--- config.mk ---
export PLATFORM = sky130hd
export DESIGN_NAME = qrs_sqrt_cell
export DESIGN_NICKNAME = d
export VERILOG_FILES = /design/src/assert_macros.svh /design/src/qrs_pkg.sv /design/src/qrs_sqrt_cell.sv
export SDC_FILE = /design/constraint.sdc
export NUM_CORES = 1
export LEC_CHECK = 0
export BUFFER_PORTS_ARGS = -buffer_cell sky130_fd_sc_hd__buf_2
export CAP_MARGIN = 20
export CORE_AREA = 2 2 211 213
export CTS_CLUSTER_SIZE = 28
export DETAILED_ROUTE_END_ITERATION = 12
export DIE_AREA = 0 0 213 215
export GPL_TIMING_DRIVEN = 1
export PLACE_DENSITY_LB_ADDON = 0.25
export SLEW_MARGIN = 20
export SYNTH_ARGS = -nofsm -noshare
export SYNTH_HDL_FRONTEND = slang
export SYNTH_SLANG_ARGS = --single-unit
--- constraint.sdc ---
create_clock -name clk_i -period 0.8 [get_ports clk_i]
set_clock_uncertainty 0.1 [all_clocks]
set_input_delay 0.04 -clock clk_i [delete_from_list [all_inputs] [get_ports clk_i]]
set_output_delay 0.04 -clock clk_i [all_outputs]
set_load 0.01 [all_outputs]
--- src/assert_macros.svh ---
// Assertion macros shared by the solver RTL.
`ifndef ASSERT_MACROS_SVH
`define ASSERT_MACROS_SVH

// Clocked assertion with reset disable on clk_i and rst_ni.
`define QRS_ASSERT_CLK(lbl, prop) \
  lbl: assert property (@(posedge clk_i) disable iff (!rst_ni) prop) \
    else $error("qrs assertion failed");

// Same-cycle implication.
`define QRS_ASSERT_IMP(lbl, ante, cons) `QRS_ASSERT_CLK(lbl, (ante) |-> (cons))

`endif

--- src/qrs_pkg.sv ---
// Package with shared types, constants and helpers of the quadratic root solver.
`default_nettype none

package qrs_pkg;

  localparam int OPERAND_W = 16;
  localparam int ROOT_W    = 32;
  localparam int STATUS_W  = 2;

  // Opcodes of the input word.
  localparam logic OP_COEF = 1'b0;
  localparam logic OP_FACT = 1'b1;

  // Status codes of the result word.
  localparam logic [STATUS_W-1:0] STATUS_OK       = 2'd0;
  localparam logic [STATUS_W-1:0] STATUS_ZERO_LEAD = 2'd1;
  localparam logic [STATUS_W-1:0] STATUS_SAT      = 2'd2;

  localparam logic [ROOT_W-1:0] ROOT_MAX = {1'b0, {(ROOT_W-1){1'b1}}};
  localparam logic [ROOT_W-1:0] ROOT_MIN = {1'b1, {(ROOT_W-1){1'b0}}};

  // Flags that travel with a word through the divider chain.
  typedef struct packed {
    logic zero;
    logic dneg;
    logic neg0;
    logic neg1;
    logic ovf0;
    logic ovf1;
  } div_flags_t;

  // Clamp a sign and magnitude quotient to a signed root; top bit is the saturation flag.
  function automatic logic [ROOT_W:0] sat_root(input logic ovf, input logic [ROOT_W-1:0] q,
                                               input logic neg);
    logic over;
    over = ovf || (neg ? (q > ROOT_MIN) : (q > ROOT_MAX));
    if (over) begin
      return {1'b1, (neg ? ROOT_MIN : ROOT_MAX)};
    end
    return {1'b0, (neg ? (~q + 1'b1) : q)};
  endfunction

endpackage

`default_nettype wire

--- src/qrs_sqrt_cell.sv ---
// One digit cell of the pipelined square root chain.
`default_nettype none

module qrs_sqrt_cell
  import qrs_pkg::*;
#(
  parameter int RB = 49,
  parameter int TW = 68
) (
  input  wire logic            clk_i,
  input  wire logic            rst_ni,
  input  wire logic            valid_i,
  input  wire logic [RB+1:0]   rem_i,
  input  wire logic [RB-1:0]   root_i,
  input  wire logic [2*RB-1:0] rad_i,
  input  wire logic [TW-1:0]   tag_i,
  output logic                 valid_o,
  output logic [RB+1:0]        rem_o,
  output logic [RB-1:0]        root_o,
  output logic [2*RB-1:0]      rad_o,
  output logic [TW-1:0]        tag_o
);

  logic [RB+3:0]   cur;
  logic [RB+3:0]   trial;
  logic [RB+3:0]   diff;
  logic [RB+1:0]   rem_d;
  logic [RB-1:0]   root_d;

  // Bring in the next two radicand bits and try the next root bit.
  always_comb begin
    cur   = {rem_i, rad_i[2*RB-1 -: 2]};
    trial = {2'b00, root_i, 2'b01};
    diff  = cur - trial;
    if (cur >= trial) begin
      rem_d  = diff[RB+1:0];
      root_d = {root_i[RB-2:0], 1'b1};
    end else begin
      rem_d  = cur[RB+1:0];
      root_d = {root_i[RB-2:0], 1'b0};
    end
  end

  // Control bit with reset.
  always_ff @(posedge clk_i or negedge rst_ni) begin
    if (!rst_ni) begin
      valid_o <= 1'b0;
    end else begin
      valid_o <= valid_i;
    end
  end

  // Payload registers.
  always_ff @(posedge clk_i) begin
    rem_o  <= rem_d;
    root_o <= root_d;
    rad_o  <= {rad_i[2*RB-3:0], 2'b00};
    tag_o  <= tag_i;
  end

endmodule

`default_nettype wire

==> Yosys cells after proc, flatten, opt, wreduce, memory -nomap -nowiden <==
Cells that the tools add are included.
{ "word_totals": {"regBits": 265, "latchBits": 0, "mem_bits_rw": 0, "rom_bits": 0, "inputBits": 269, "output_inout_bits": 267, "elab_cells": 9, "mem_count": 0} }
{ "op_classes": {"n_addsub": 1, "multipliers": 0, "n_div": 0, "magnitude_cmp": 1, "eq_ne": 0, "shift": 0, "n_mux": 2, "bitwise_logic": 0, "reduce_logical": 0} }
{ "ops": {"columns": ["operator", "n"], "rows": [
  ["greater-or-equal comparator 53 x 51 -> 1 bit", 1],
  ["two-way mux 51 bit", 1],
  ["subtractor 51 bit", 1],
  ["two-way mux 1 bit", 1]
]} }

==> Longest topological paths before layout <==
{ "logic_depth": {"depth_word": 2, "depth_mapped": 13, "depth_no_buf": 11} }

==> Worst setup path before layout <==
Ideal clock, no wire load.
{ "synth_path": {"path_type": "input port to flip-flop", "startpoint": "in root_i[13]", "endpoint": "reg rem_o[49]", "t_arrival_ps": 2244, "slack_ps": -1665, "path_stages": 12, "path_cell_list": "inv_1 -> ha_1 -> buf_2 -> nand2_2 -> nor3_2 -> nand4_1 -> o211ai_2 -> a31oi_4 -> o311a_4 -> inv_2 -> buf_6 -> mux2_4"} }
{ "synth_between": {"elab_chain_cells": 2, "elab_cells_between_ends": 3, "cone_classes": "add/sub: 1; order compare: 1; mux: 1"} }
{ "synth_rtl": {"columns": ["element", "line_no", "rtl"], "rows": [
  ["from (decl)", "qrs_sqrt_cell.sv:14", "input wire logic [RB-1:0] root_i,"],
  ["subtractor 51 bit or greater-or-equal comparator 53 x 51 -> 1 bit (tied branches)", "qrs_sqrt_cell.sv:34, qrs_sqrt_cell.sv:35", null],
  ["two-way mux 51 bit *", "qrs_sqrt_cell.sv:35", "if (cur >= trial) begin"],
  ["named net rem_d[49]", "qrs_sqrt_cell.sv:27", "logic [RB+1:0] rem_d;"],
  ["to (signal assigned)", "qrs_sqrt_cell.sv:55", "rem_o <= rem_d;"],
  ["to (decl)", "qrs_sqrt_cell.sv:18", "output logic [RB+1:0] rem_o,"]
]} }
The timed path passes the listed nets; every way through them passes the cells marked *.

==> Final worst setup path <==
{ "layout_path": {"startpoint": "in root_i[18]", "endpoint": "reg rem_o[17]"} }
{ "layout_between": {"elab_chain_cells": 2} }
{ "layout_rtl": {"columns": ["element", "line_no"], "rows": [
  ["greater-or-equal comparator 53 x 51 -> 1 bit", "qrs_sqrt_cell.sv:35"],
  ["two-way mux 51 bit", "qrs_sqrt_cell.sv:35"],
  ["named net rem_d[17]", "qrs_sqrt_cell.sv:27"]
]} }
The timed path passes the listed nets, and every way through them passes these cells.

==> run_results.csv <==
group,metric,value,unit
layout,design_area,21400,sq um
cts,clock_path_buffers,3,
layout,fillers,3825,
die,io_pins,536,
route,first_pass_iters,4,
cts,clkSlewWorstSetupHoldPaths,0.07,ns
run_status,outcome,"complete, but fails checks",
route,wl_per_cell,17.5,um
sta,slew_violations,0,
pwr,p_leak,9.84,nW
pwr,power.share.clock,35.5,%
cts,htree_num_levels,1,
global_route,grt_pass1_wl,63800,um
synthesis,synth_edf_count,0,
sta,fmax,484,MHz
cts,clock_sinks,265,
pwr,switching_share,27.4,%
critical_path,worstPathArrival,2.41,ns
route,ant_nets,0,
critical_path,worst_setup_path_start_kind,"input pin",
global_route,grt_usage,17.8,%
placement,gp_routability_congestion,0.837,
die,rows,77,
synthesis,synth_compound_area_share,16.0,%
die,dieArea,45800,sq um
synthesis,synth_top_family_by_area,"compound AO/OA/AOI/OAI gates",
synthesis,syn_area_per_cell,10.4,sq um
route,routed_wl,45400,um
cts,tritoncts,"yes",
synthesis,synth_async_sr_flop_share,0.377,%
synthesis,seq_area_frac_synth,57.1,%
sta,whs,-0.520,ns
layout,multi_input_area,4890,sq um
synthesis,muxShareOfSynthArea,0.646,%
pwr,power_per_cell_area,1920,nW/um^2
sta,rsz0062_at_grt,"yes",
synthesis,synth-simple-area-share,11.0,%
synthesis,ys_seq_elements,265,
sta,timing.final.crit_share,258,%
sta,timing.setup.tns,-148.82,ns
critical_path,critical_path_class,"in -> reg",
synthesis,syn-instance-count,897,
pwr,p_comb_share,28.0,%
layout,fin_cells,2586,
placement,dp.cells,2217,
synthesis,synth_flop_cell,"dfxtp_1",
pwr,p_seq_share,36.5,%
critical_path,path_max_fanout,7,
cts,cts_buffers,29,
layout,drive_gt1_share,62.6,%
placement,portBuffers,533,
synthesis,synth_area,9300,sq um
sta,finalCriticalPeriod,2.07,ns
layout,area_delta_synth_final,130,%
placement,hpwl,30100,um
sta,setup_slack,-1.27,ns
cts,cts_root_buf,"clkbuf_16",
route,drc,0,
route,vias_per_cell,4.18,
pwr,ir_worst_vdd,1.57,mV
run_status,violations,"hold timing, setup timing",
global_route,grt_pass1_vias,11382,
critical_path,cp-end-kind,"flip-flop",
global_route,antenna_found_initial,2,
die,initial_core_util,21.3,%
synthesis,synth_xor_area_share,3.77,%
min_path,hp-class,"in -> reg",
synthesis,synth_cell_type_count,72,
synthesis,synth_warnings,0,
layout,final_nets,2291,
layout,regArea,5500,sq um
sta,setup_viol,317,
die,die_y,215,um
pwr,p_sw,11.3,mW
placement,placed_area,14700,sq um
flow_run,cap_violations,0,
sta,hold_violations,16,
critical_path,required,1.15,ns
route,vias,10811,
synthesis,synthAdderAreaFrac,6.86,%
die,fp.dieW,213,um
pwr,p_int,29.9,mW
route,drt_iter0_drc,474,
die,core_area,43600,sq um
global_route,grt-ovfl-total,0,
global_route,grt_start_max_net_pins,17,
[per-stage QoR]
step | power, mW | hold WS (ns) | setup slack, ns | utilization (%)
final | 41.2 | -0.520 | -1.27 | 49.0
after global routing | 42.9 | -0.547 | -1.31 | 49.0
after CTS | 40.1 | -0.554 | -1.17 | 45.5
after detailed placement | 22.9 | -0.284 | -2.01 | 33.7
after global placement | 22.9 | -0.285 | -2.07 | 33.7
after floorplan | 18.7 | -0.356 | -1.53 | -
[state kept, by name, summed over array words and instances, names as in the netlist]
| name | count |
|---|---|
| rad_o | 96 |
| rem_o | 51 |
| valid_o | 1 |
| tag_o | 68 |
| root_o | 49 |
[cell usage in the layout, fill, tap and decap left out, drive strengths merged, types with 7 or more instances in the layout]
cell	netlist	routed
buf	18	814
dfxtp	264	264
dlygate4sd3	0	257
a21oi	85	85
nor2	81	81
inv	64	68
nand2	51	51
ha	51	51
clkbuf	12	37
o21ai	36	36
a21o	27	27
xnor2	23	23
nor3	19	19
nand4	18	18
xor2	17	17
o21bai	11	11
o211ai	9	9
o31ai	8	8
a31oi	7	7
[power groups by stage]
| stage | clock network (mW) | registers [mW] | logic, mW |
|---|---|---|---|
| 3_3_place_gp | 0 | 14.9 | 7.94 |
| 5_1_grt | 15.5 | 15.1 | 12.3 |
| 4_1_cts | 14.9 | 14.8 | 10.4 |
| 6_report | 14.6 | 15.0 | 11.5 |
| 3_5_place_dp | 0 | 14.9 | 7.95 |
| 2_1_floorplan | 0 | 15.6 | 3.12 |
[area by class of cell]
cell class                 count  share of cell area [%]
tap                          592                    3.46
inverter                      64                    1.47
multi-input combinational    539                    22.9
clock inverter                16                    1.08
sequential                   265                    25.7
timing repair buffer        1072                    41.6
clock buffer                  36                    3.80
antenna                        2                  0.0234
[layer usage]
metal	part of all wire [%]	wire length, um	up-vias	GRT usage [%]
li1	-	-	5256	-
met1	37	16900	5130	18.6
met2	54	24500	353	34.6
met3	5.8	2640	72	3.57
met4	2.8	1260	0	6.18
met5	0	0	-	0
[worst paths after layout]
path | startpoint | end | slack [ns] | cells after the start
max | root_i[18] | rem_o[17] | -1.27 | 16
min | root_i[35] | root_o[36] | -0.52 | 1
max in group asynchronous | rst_ni | valid_o | 0.25 | 3
min in group asynchronous | rst_ni | valid_o | 0.23 | 3
[cells by family after synthesis]
family | Yosys count
AOI/OAI and AO/OA | 225
xor gates and xnor gates | 40
adders and majority gates | 51
buffers and inverters | 94
DFF | 265
muxes | 5
other | 1
and+or+nand+nor | 216
[critical path, stage by stage]
cell,delay (ns)
buf_6,0.10
inv_4,0.05
ha_4,0.20
buf_6,0.12
a21oi_4,0.12
o21ai_2,0.08
a221o_1,0.36
a21o_1,0.19
a31oi_4,0.22
o311a_4,0.32
inv_12,0.05
buf_16,0.15
buf_12,0.14
buf_16,0.14
nor2_4,0.07
a21oi_2,0.03
[synthesized netlist by cell type (7+ instances only)]
library cell | count | area share, %
ha_1 | 51 | 6.9
inv_1 | 63 | 2.5
xor2_1 | 17 | 1.6
nand2_1 | 50 | 2.0
a21o_1 | 27 | 2.2
nor3_1 | 18 | 0.97
a21oi_1 | 83 | 4.5
o31ai_1 | 8 | 0.65
o211ai_1 | 7 | 0.57
xnor2_1 | 23 | 2.2
clkbuf_1 | 11 | 0.44
buf_4 | 7 | 0.57
dfxtp_1 | 264 | 57
nor2_1 | 81 | 3.3
nand4_1 | 18 | 1.2
o21bai_1 | 11 | 0.89
o21ai_0 | 35 | 1.9
[what timing repair did]
item | in CTS | in global routing
hold buffers | 239 | 18
cloned | 5 | 1
pin swaps | 38 | 38
hold endpoints to repair | 265 | 53
resized for setup | 341 | 314
setup endpoints to repair | 317 | 317
buffers inserted | 39 | 15
(Power assumes the default switching activity.)
