[config.mk]
export PLATFORM = sky130hd
export DESIGN_NAME = qrs_div_cell
export DESIGN_NICKNAME = d
export VERILOG_FILES = /design/src/assert_macros.svh /design/src/qrs_pkg.sv /design/src/qrs_div_cell.sv
export SDC_FILE = /design/constraint.sdc
export NUM_CORES = 1
export LEC_CHECK = 0
export BUFFER_PORTS_ARGS = -buffer_cell sky130_fd_sc_hd__clkbuf_2
export CORE_AREA = 2 2 184 186
export CTS_CLUSTER_DIAMETER = 30
export DETAILED_ROUTE_END_ITERATION = 8
export DIE_AREA = 0 0 186 188
export MAX_ROUTING_LAYER = met4
export PLACE_DENSITY = 0.53
export SYNTH_ARGS = -nofsm -noshare
export SYNTH_HDL_FRONTEND = slang
export SYNTH_SLANG_ARGS = --single-unit
export TNS_END_PERCENT = 100
[constraint.sdc]
create_clock -name clk_i -period 0.91 [get_ports clk_i]
set_clock_uncertainty 0.15 [all_clocks]
set_input_delay 0.0455 -clock clk_i [delete_from_list [all_inputs] [get_ports clk_i]]
set_output_delay 0.0455 -clock clk_i [all_outputs]
set_load 0.03 [all_outputs]
[src/assert_macros.svh]
// Assertion macros shared by the solver RTL.
`ifndef ASSERT_MACROS_SVH
`define ASSERT_MACROS_SVH

// Clocked assertion with reset disable on clk_i and rst_ni.
`define QRS_ASSERT_CLK(lbl, prop) \
  lbl: assert property (@(posedge clk_i) disable iff (!rst_ni) prop) \
    else $error("qrs assertion failed");

// Same-cycle implication.
`define QRS_ASSERT_IMP(lbl, ante, cons) `QRS_ASSERT_CLK(lbl, (ante) |-> (cons))

`endif

[src/qrs_pkg.sv]
// Package with shared types, constants and helpers of the quadratic root solver.
`default_nettype none

package qrs_pkg;

  localparam int OPERAND_W = 16;
  localparam int ROOT_W    = 32;
  localparam int STATUS_W  = 2;

  // Opcodes of the input word.
  localparam logic OP_COEF = 1'b0;
  localparam logic OP_FACT = 1'b1;

  // Status codes of the result word.
  localparam logic [STATUS_W-1:0] STATUS_OK       = 2'd0;
  localparam logic [STATUS_W-1:0] STATUS_ZERO_LEAD = 2'd1;
  localparam logic [STATUS_W-1:0] STATUS_SAT      = 2'd2;

  localparam logic [ROOT_W-1:0] ROOT_MAX = {1'b0, {(ROOT_W-1){1'b1}}};
  localparam logic [ROOT_W-1:0] ROOT_MIN = {1'b1, {(ROOT_W-1){1'b0}}};

  // Flags that travel with a word through the divider chain.
  typedef struct packed {
    logic zero;
    logic dneg;
    logic neg0;
    logic neg1;
    logic ovf0;
    logic ovf1;
  } div_flags_t;

  // Clamp a sign and magnitude quotient to a signed root; top bit is the saturation flag.
  function automatic logic [ROOT_W:0] sat_root(input logic ovf, input logic [ROOT_W-1:0] q,
                                               input logic neg);
    logic over;
    over = ovf || (neg ? (q > ROOT_MIN) : (q > ROOT_MAX));
    if (over) begin
      return {1'b1, (neg ? ROOT_MIN : ROOT_MAX)};
    end
    return {1'b0, (neg ? (~q + 1'b1) : q)};
  endfunction

endpackage

`default_nettype wire

[src/qrs_div_cell.sv]
// One quotient bit cell of the two-lane pipelined divider chain.
`default_nettype none

module qrs_div_cell
  import qrs_pkg::*;
#(
  parameter int DNW = 34,
  parameter int QB  = 32
) (
  input  wire logic                clk_i,
  input  wire logic                rst_ni,
  input  wire logic                valid_i,
  input  wire logic [DNW-1:0]      den_i,
  input  wire logic [1:0][DNW-1:0] rem_i,
  input  wire logic [1:0][QB-1:0]  lo_i,
  input  wire logic [1:0][QB-1:0]  quo_i,
  input  wire div_flags_t          flags_i,
  output logic                     valid_o,
  output logic [DNW-1:0]           den_o,
  output logic [1:0][DNW-1:0]      rem_o,
  output logic [1:0][QB-1:0]       lo_o,
  output logic [1:0][QB-1:0]       quo_o,
  output div_flags_t               flags_o
);

  logic [1:0][DNW:0]   t;
  logic [1:0][DNW:0]   diff;
  logic [1:0][DNW-1:0] rem_d;
  logic [1:0][QB-1:0]  quo_d;

  // Restoring step on both lanes against the shared divisor.
  always_comb begin
    for (int k = 0; k < 2; k++) begin
      t[k]    = {rem_i[k], lo_i[k][QB-1]};
      diff[k] = t[k] - {1'b0, den_i};
      if (t[k] >= {1'b0, den_i}) begin
        rem_d[k] = diff[k][DNW-1:0];
        quo_d[k] = {quo_i[k][QB-2:0], 1'b1};
      end else begin
        rem_d[k] = t[k][DNW-1:0];
        quo_d[k] = {quo_i[k][QB-2:0], 1'b0};
      end
    end
  end

  // Control bit with reset.
  always_ff @(posedge clk_i or negedge rst_ni) begin
    if (!rst_ni) begin
      valid_o <= 1'b0;
    end else begin
      valid_o <= valid_i;
    end
  end

  // Payload registers.
  always_ff @(posedge clk_i) begin
    den_o   <= den_i;
    rem_o   <= rem_d;
    quo_o   <= quo_d;
    lo_o[0] <= {lo_i[0][QB-2:0], 1'b0};
    lo_o[1] <= {lo_i[1][QB-2:0], 1'b0};
    flags_o <= flags_i;
  end

endmodule

`default_nettype wire

# --- Yosys cells after proc, flatten, opt, wreduce, memory -nomap -nowiden ---
# Index checks and enable logic that the tools add are counted.
# W data, S select, Z words.
op_classes:
  add_sub_neg: 2
  mul: 0
  eq_ne: 0
  bitwise: 0
  div_mod_pow: 0
  shift: 0
  order_cmp: 2
  reduce_logical: 0
  mux: 4
op_table:
  columns: ["operator", "count"]
  rows:
  - ["$ge A35 B34 Y1", 2]
  - ["$mux W34", 2]
  - ["$sub A34 B34 Y34", 2]
  - ["$mux W1", 2]
totals:
  in_bits: 239
  mem_bits_ro: 0
  register_bits: 235
  latchBits: 0
  mem_count: 0
  output_inout_bits: 237
  ram_bits: 0

# --- Longest topological paths before layout ---
# Gate-level depths: netlist of run 1.
logic_depth:
  depth_word: 2
  ltp_mapped: 13
  mapped_depth_nobuf: 12

# --- Least setup slack after synthesis of run 1 ---
# Ideal clock, no wire load.
synth_path:
  kind: "input to register"
  startpoint: "in den_i[16]"
  endpoint: "reg rem_o[59] (netlist name)"
  n_path_buf: 1
  setup_slack_ns: -2.056
  stages: 11
  arrival_time_ns: 2.696
  t_required_ns: 0.639
  cell_sequence: "inv_1 ha_1 a21o_1 a21o_1 a2111oi_4 a31oi_1 a211o_2 a21o_1 a31oi_4 buf_6 mux2_2"
synth_lines:
  columns: ["element", "line_no", "rtl"]
  rows:
  - ["from (decl)", "qrs_div_cell.sv:13", "input wire logic [DNW-1:0] den_i,"]
  - ["to (signal assigned)", "qrs_div_cell.sv:58", "rem_o <= rem_d;"]
  - ["to (decl)", "qrs_div_cell.sv:20", "output logic [1:0][DNW-1:0] rem_o,"]

==> results of run 1 <==
==> synth_stat cells (3+ instances only) <==
| cell | n | area, sq um |
|---|---|---|
| xnor2_1 | 33 | 289 |
| and4_1 | 4 | 35.0 |
| nand2_1 | 54 | 203 |
| a21oi_1 | 87 | 435 |
| mux2_2 | 44 | 495 |
| and2_1 | 5 | 31.3 |
| mux2i_1 | 5 | 50.1 |
| buf_2 | 5 | 25.0 |
| o311a_1 | 4 | 40.0 |
| buf_6 | 3 | 33.8 |
| or3_1 | 3 | 18.8 |
| nand3_1 | 18 | 90.1 |
| nand2b_1 | 6 | 37.5 |
| a31oi_1 | 7 | 43.8 |
| o21a_1 | 7 | 52.6 |
| o21ai_0 | 33 | 165 |
| clkbuf_1 | 16 | 60.1 |
| a2111oi_0 | 5 | 43.8 |
| nor4_1 | 5 | 31.3 |
| a211oi_1 | 5 | 37.5 |
| a21o_1 | 37 | 278 |
| ha_1 | 68 | 851 |
| nor2_1 | 66 | 248 |
| dfxtp_1 | 234 | 4680 |
| o211ai_1 | 9 | 67.6 |
| nor2b_1 | 7 | 43.8 |
| o21bai_1 | 9 | 67.6 |
| or2_2 | 5 | 31.3 |
| nor3_1 | 13 | 65.1 |
| xor2_1 | 18 | 158 |
| inv_1 | 60 | 225 |
| and3_1 | 5 | 31.3 |
| o31ai_1 | 3 | 22.5 |
| nand4_1 | 11 | 68.8 |
| a31o_2 | 5 | 43.8 |
| o311ai_0 | 4 | 35.0 |
==> cell type report <==
| type | count | area share [%] |
|---|---|---|
| timing repair buffer | 1023 | 42.2 |
| clock inverter | 30 | 2.01 |
| tap | 448 | 2.39 |
| multi-input combinational | 627 | 24.0 |
| sequential | 235 | 21.3 |
| inverter | 61 | 1.12 |
| antenna | 9 | 0.0959 |
| clock buffer | 74 | 6.81 |
==> cell families (layout without fill, tap and decap cells) <==
kind of cell    after synthesis  in the layout  synth area share (%)
compound gates              245            245                  17.0
xor+xnor                     51             51                  4.66
fa+ha+maj                    70             70                  9.29
buf+inv                      87           1188                  3.78
flops                       235            235                  49.1
mux                          49             49                  5.69
other cells                   1             11                0.0391
simple gates                210            210                  10.5
==> where the power goes <==
| group | internal, mW | switching [mW] |
|---|---|---|
| registers | 11.6 | 0.803 |
| clock network | 15.2 | 6.61 |
| logic | 7.56 | 6.52 |
==> per-stage QoR <==
stage	worst slack [ns]	util [%]	instance area (sq um)	total power, mW
after CTS	-1.42	71.2	23600	47.0
final	-1.46	70.9	23500	48.3
after detailed placement	-2.18	44.6	14800	21.4
after global routing	-1.52	70.9	23500	50.0
after global placement	-2.21	44.6	14800	21.4
after floorplan	-1.82	-	9870	17.4
==> repair_timing <==
action	in CTS	in global routing
hold buffers	357	13
buffers inserted	27	6
pin swaps	28	43
resized for setup	790	438
hold endpoints to repair	234	74
setup endpoints to repair	305	454
cloned	4	2
==> how the worst max path moves through the flow <==
stage                   start                end
floorplan           rem_i[49]  rem_o[39]$_DFF_P_
global placement    den_i[11]  rem_o[65]$_DFF_P_
detailed placement  den_i[12]  rem_o[65]$_DFF_P_
CTS                 den_i[16]  rem_o[55]$_DFF_P_
global route         lo_i[63]  rem_o[62]$_DFF_P_
finish              den_i[16]  rem_o[52]$_DFF_P_
==> routing by layer <==
metal	up-vias	routed length (um)	global-route usage, %
met2	503	26100	50.3
met4	0	3450	20.6
li1	5529	-	-
met5	-	0	-
met1	5551	18100	28.8
met3	201	2910	6.68
==> flip-flops by register name (all words and copies together), names as in the netlist <==
| signal | count |
|---|---|
| rem_o | 68 |
| quo_o | 64 |
| lo_o | 62 |
| den_o | 34 |
| flags_o | 6 |
| valid_o | 1 |
==> results.md, run 1 <==
- Post-synth ARST share: 0.426%
- Num CTS Buffers: 56
- Vias in the first global route: 13312
- Area growth from synthesis to layout: 145%
- Worst path cell trace: buf_8 > clkinv_4 > ha_4 > a21o_1 > a21o_1 > a2111oi_4 > a31oi_4 > a211o_2 > a21o_1 > a31oi_4 > buf_6 > clkbuf_16 > mux2_4
- Synth Cell Area: 9590 sq um
- Rel. slew slack: 64.0%
- LEAKAGE: 11.1 nW
- Critical path arrival: 2.67 ns
- RSZ-0062 raised after global routing: yes
- CP required: 1.21 ns
- Top cell by count, worst path: a21o_1
- Hold path endpoint: den_o[8]$_DFF_P_
- Synth unique cells: 69
- Worst Setup End Kind: flip-flop
- Multi-input gate area: 5650 sq um
- # rows: 67
- First-pass GRT wire length: 75300 um
- Worst path slowest cell: a2111oi_4
- Routed Antenna Nets: 0
- Tcrit/Tclk final: 260%
- Placed cells: 2121
- Setup violators final: 307
- Failing checks: negative hold slack, negative setup slack
- CTS max path bufs: 3
- CP Class: in2reg
- Layout fillers: 2208
- Largest net degree at the start of global routing: 16
- Slew @ Worst Pin: 0.534 ns
- GP Congestion: 0.891
- Worst Path Buf+Inv: 4
- CP max FO: 6
- Synthesized netlist cell count: 948
- Clock-pin slew on the worst setup and hold paths: 0.05 ns
- Via density: 4.70
- Layout Nets: 2313
- Via count: 11784
- Die width: 186 um
- Antenna violations before repair: 9
- WL final: 50600 um
- Core box area: 33100 sq um
- Clock root buffer: clkbuf_16
- Most frequent cells in the layout: buf_4 (279), buf_8 (242), dfxtp_2 (230)
- Commonest non-fill, non-tap cell in the layout: buf_4
- CP peak stage delay: 0.39 ns
- Status: finished, violations left
- Final worst slack: -1.46 ns
- Synthesized flop and latch total: 235
- FF+latch area: 5010 sq um
- DRC violations left: 0
- Final hold violations: 62
- Clk sinks: 235
- CP startpoint kind: input port
- IO Port Bufs: 471
- CTS tree: done
- WHS: -0.567 ns
- Min Tclk post-route: 2.37 ns
- Fin Setup TNS: -165.15 ns
- Die H: 188 um
- Full die area: 35000 sq um
- Starting Density: 29.0%
- 1st-iter DRT viols: 600
- CTS HTree Levels: 2
- All-layer global routing usage: 29.2%
- Worst path depth: 13
- Post-DP HPWL: 29100 um
- Syn Area/Cell: 10.1 sq um
- Non-Filler Instances: 2507
- Max cap viols: 0
- Total grt overflow: 0
- Hold depth: 1
- Max VDD drop: 0.00147 V
- Share of layout cells above drive strength 1: 63.9%
- Post-synthesis sequential area ratio: 49.1%
- Hold Startpoint: den_i[8]
- Fmax: 0.422 GHz
- CP top delay family: compound AO/OA/AOI/OAI gates
- Synth warn: 0
- Min-delay worst type: in2reg
- PwrDens: 2060 nW/um^2
- Avg WL per Cell: 20.2 um
- # IOs: 476
- Ys flop type: dfxtp_1
- EDFF count, synth: 0
- Count of final max-slew check failures: 0
- Drt pass-1 iters: 7
No activity file was read; power rests on OpenSTA's default activity.
==> run 2: changes to the inputs <==
- CORE_AREA: 2 2 184 186 -> 2 2 183 185
- DIE_AREA: 0 0 186 188 -> 0 0 185 187
- PLACE_DENSITY: 0.53 -> 0.54
==> run 2 against run 1 <==
The run still ends with negative hold slack, negative setup slack left. First-iteration DRC count shrank 4.8%. Die area shrank 1.1%. Power shrank 5.3%. Via count shrank 0.52%. Final area shrank 1.5%. Combinational power is essentially flat. Critical endpoint is now rem_o[44]$_DFF_P_. Largest power group unchanged.
==> results.md, run 2 (synthesis gave the netlist of run 1 again) <==
- Status: finished, violations left
- Critical path endpoint: rem_o[44]$_DFF_P_
- RSZ-0062 raised after global routing: yes
- Total grt overflow: 0
- Routed Antenna Nets: 0
- Top Registers: rem_o x68, quo_o x64, lo_o x62
- Fin Setup TNS: -166.01 ns
- Post-DP Area: 14700 sq um
- Crit path from: den_i[16]
- Fmax: 0.424 GHz
- Slew @ Worst Pin: 0.554 ns
- Total power: 45.8 mW
- Clk sinks: 235
- Worst path cell trace: buf_8 > inv_6 > ha_4 > a21o_1 > a21o_1 > a2111oi_4 > a31oi_2 > a211o_2 > a21o_1 > a31oi_4 > buf_6 > buf_16 > mux2_4
- Rel. slew slack: 62.8%
- Vias in the first global route: 13244
- Worst path depth: 13
- LEAKAGE: 10.7 nW
- # IOs: 476
- Via density: 4.71
- Post-DP HPWL: 29100 um
- Failing checks: negative hold slack, negative setup slack
- Count of final max-slew check failures: 0
- GP Congestion: 0.888
- CTS HTree Levels: 2
- Setup WS pre-CTS: -2.15 ns
- All-layer global routing usage: 28.6%
- Area growth from synthesis to layout: 141%
- Share of layout cells above drive strength 1: 64.8%
- Full die area: 34600 sq um
- Worst Setup End Kind: flip-flop
- CP top delay family: compound AO/OA/AOI/OAI gates
- CP startpoint kind: input port
- PwrDens: 1980 nW/um^2
- CTS tree: done
- Worst Path Buf+Inv: 4
- Clock-pin slew on the worst setup and hold paths: 0.04 ns
- Core box area: 32900 sq um
- Via count: 11723
- Die H: 187 um
- Top cell by count, worst path: a21o_1
- Non-Filler Instances: 2489
- CP required: 1.21 ns
- Avg WL per Cell: 20.2 um
- Clock root buffer: clkbuf_16
- Commonest non-fill, non-tap cell in the layout: buf_4
- Starting Density: 29.2%
- 1st-iter DRT viols: 571
- Placed cells: 2105
- CTS max path bufs: 3
- # rows: 67
- Num CTS Buffers: 53
- Worst path slowest cell: a211o_2
- CP peak stage delay: 0.37 ns
- Min Tclk post-route: 2.36 ns
- CP Class: in2reg
- First-pass GRT wire length: 73500 um
- Max VDD drop: 0.00145 V
- Die width: 185 um
- WHS: -0.572 ns
- Most frequent cells in the layout: buf_4 (278), buf_8 (245), dfxtp_2 (229)
- Antenna violations before repair: 11
- Reg with most FFs: rem_o
- CP max FO: 5
- Final worst slack: -1.45 ns
- Min-delay worst type: in2reg
- Final hold violations: 83
- Drt pass-1 iters: 6
- IO Port Bufs: 471
- Layout Nets: 2296
- Layout Utilization: 70.4%
- Largest net degree at the start of global routing: 14
- Setup violators final: 308
- Final Instance Area: 23100 sq um
- DRC violations left: 0
- Max cap viols: 0
- Tcrit/Tclk final: 259%
- WL final: 50200 um
- Critical path arrival: 2.66 ns
- Max reg flops: 68
==> run 2: cell count changes in the layout (fill, tap and decap cells not counted), sizes merged <==
cell / change
clkbuf: -23
buf: +9
dlymetal6s4s: -9
clkinv: +7
bufinv: -5
clkinvlp: +4
diode: +2
dlygate4sd3: -2
inv: -1
==> run 2: worst min-delay path by stage <==
stage	start	to	slack [ns]	cells after the start
after floorplan	rst_ni	valid_o$_DFF_PN0_	-0.40	0
after global placement	rst_ni	valid_o$_DFF_PN0_	-0.33	1
after detailed placement	rst_ni	valid_o$_DFF_PN0_	-0.33	1
after CTS	den_i[13]	den_o[13]$_DFF_P_	-0.57	1
after global routing	den_i[13]	den_o[13]$_DFF_P_	-0.59	1
final	den_i[13]	den_o[13]$_DFF_P_	-0.57	1
==> run 2: power breakdown <==
part / internal (mW) / total (mW) / leakage (nW) / switching (mW)
logic: 7.49 / 14.0 / 7.87 / 6.51
registers: 11.6 / 12.4 / 1.99 / 0.783
clock network: 12.8 / 19.4 / 0.885 / 6.60
==> run 2: final cells by class <==
cell class	count	area (sq um)
Clock inverter	35	387
Multi-Input combinational cell	627	5680
Timing Repair Buffer	1009	9740
Tap cell	448	561
Inverter	61	287
Fill cell	2192	9730
Sequential cell	235	5010
Antenna cell	11	27.5
Clock buffer	63	1440
==> run 2: timing repair <==
item,in CTS,in global routing
setup endpoints to repair,305,420
pin swaps,29,53
gates cloned,5,0
hold endpoints to repair,235,94
gates resized for setup,804,440
hold buffers,321,15
buffers inserted,29,19
==> run 2: metal layers <==
layer	wire length, um	GRT usage (%)	vias up
met2	25500	51.0	547
li1	-	-	5484
met4	3700	18.6	0
met1	18000	27.8	5474
met3	3020	6.27	218
met5	0	-	-
==> run 3: changes to the inputs <==
- RECOVER_POWER: unset -> 50
==> run 3 against run 2 <==
The flow still finishes with violations (negative hold slack, negative setup slack). Core utilization hardly changed. Via count increased by 0.43%. Count of clock-buffer cells in the layout is the same. First-iteration DRC count rose by 5.6%. Worst hold slack improved by 0.015 ns. Final area hardly changed. Die area is the same. Setup slack worse by 0.0043 ns. Global-route usage did not move. Largest cell class unchanged.
==> results.md, run 3 (synthesis gave the netlist of run 1 again) <==
- Multi-input gate area: 5680 sq um
- Post-DP HPWL: 29100 um
- Die width: 185 um
- Commonest non-fill, non-tap cell in the layout: buf_4
- Top Registers: rem_o x68, quo_o x64, lo_o x62
- Clock-pin slew on the worst setup and hold paths: 0.05 ns
- Min-delay worst type: in2reg
- Worst path cell trace: buf_8 > inv_6 > ha_4 > a21o_1 > a21o_1 > a2111oi_4 > a31oi_2 > a211o_2 > a21o_1 > a31oi_4 > buf_6 > buf_16 > mux2_4
- Rel. slew slack: 63.1%
- Largest net degree at the start of global routing: 14
- CP peak stage delay: 0.37 ns
- Die H: 187 um
- Antenna violations before repair: 11
- Full die area: 34600 sq um
- CTS max path bufs: 3
- Avg WL per Cell: 20.1 um
- Drt pass-1 iters: 6
- CP max FO: 5
- Max reg flops: 68
- CTS tree: done
- Core box area: 32900 sq um
- Worst path slowest cell: a211o_2
- # rows: 67
- Vias in the first global route: 13244
- Failing checks: negative hold slack, negative setup slack
- CP top delay family: compound AO/OA/AOI/OAI gates
- DRC violations left: 0
- Layout Utilization: 70.4%
- Placed cells: 2105
- Area growth from synthesis to layout: 141%
- Top cell by count, worst path: a21o_1
- Total grt overflow: 0
- Count of final max-slew check failures: 0
- Fin Setup TNS: -166.06 ns
- WHS: -0.557 ns
- Worst Setup End Kind: flip-flop
- Layout Nets: 2296
- Setup WS pre-CTS: -2.15 ns
- CTS HTree Levels: 2
- Layout fillers: 2194
- # IOs: 476
- Final worst slack: -1.45 ns
- IO Port Bufs: 471
- Min Tclk post-route: 2.36 ns
- Status: finished, violations left
- Clock root buffer: clkbuf_16
- Via count: 11773
- Non-Filler Instances: 2489
- Reg with most FFs: rem_o
- LEAKAGE: 10.7 nW
- Num CTS Buffers: 53
- Starting Density: 29.2%
- Setup violators final: 308
- All-layer global routing usage: 28.6%
- RSZ-0062 raised after global routing: yes
- CP startpoint kind: input port
- Fmax: 0.423 GHz
- Most frequent cells in the layout: buf_4 (278), buf_8 (245), dfxtp_2 (229)
- Final hold violations: 83
- CP Class: in2reg
- FF+latch area: 5010 sq um
- PwrDens: 1980 nW/um^2
- Slew @ Worst Pin: 0.549 ns
- Clk sinks: 235
- First-pass GRT wire length: 73500 um
- Via density: 4.73
- Tcrit/Tclk final: 260%
- WL final: 50100 um
- Max VDD drop: 0.00145 V
- Max cap viols: 0
- Share of layout cells above drive strength 1: 64.8%
- Critical path arrival: 2.66 ns
- Worst Path Buf+Inv: 4
- GP Congestion: 0.888
- Routed Antenna Nets: 0
- CP required: 1.21 ns
- 1st-iter DRT viols: 603
run 3: cell types whose count changed in the layout (fill, tap and decap cells not counted), sizes merged:
cell / change
buf: -1
clkbuf: +1
run 3: per-stage QoR:
stage          total power [mW]  area, sq um
3_5_place_dp               21.3        14700
5_1_grt                    47.3        23100
4_1_cts                    44.2        22900
2_1_floorplan              17.4         9870
3_3_place_gp               21.3        14700
6_report                   45.7        23100
run 3: final timing paths:
kind | start | to | cells after the start
min | den_i[8] | den_o[8]$_DFF_P_ | 1
max in group asynchronous | rst_ni | valid_o$_DFF_PN0_ | 3
min in group asynchronous | rst_ni | valid_o$_DFF_PN0_ | 3
max | den_i[16] | rem_o[44]$_DFF_P_ | 13
run 3: per-layer routing:
metal | part of all wire [%] | wire length (um) | up-vias | track usage, %
met3 | 6.4 | 3190 | 234 | 6.27
li1 | - | - | 5484 | -
met4 | 7.6 | 3820 | 0 | 18.6
met2 | 51 | 25400 | 576 | 51.0
met5 | 0 | 0 | - | -
met1 | 35 | 17700 | 5479 | 27.8
run 3: layout make-up:
cell class	count	area share, %
flip-flops and latches	235	21.7
multi-input cells	627	24.5
clock buffers	63	6.21
well taps	448	2.42
clock inverters	35	1.67
inverters	61	1.24
diodes	11	0.119
repair buffers	1009	42.1
run 3: where the power goes:
| group | switching, mW | leakage, nW | total (mW) | internal (mW) |
|---|---|---|---|---|
| clock network | 6.59 | 0.885 | 19.4 | 12.8 |
| registers | 0.784 | 1.99 | 12.4 | 11.6 |
| logic | 6.50 | 7.86 | 14.0 | 7.48 |
| total | 13.9 | 10.7 | 45.7 | 31.9 |
run 3: timing repair:
| action | in CTS | in global routing |
|---|---|---|
| setup buffers | 29 | 19 |
| gates cloned | 5 | 0 |
| endpoints found under the hold margin | 235 | 94 |
| resized for setup | 804 | 440 |
| endpoints found under the setup margin | 305 | 420 |
| pin swaps | 29 | 53 |
| hold buffers | 321 | 15 |
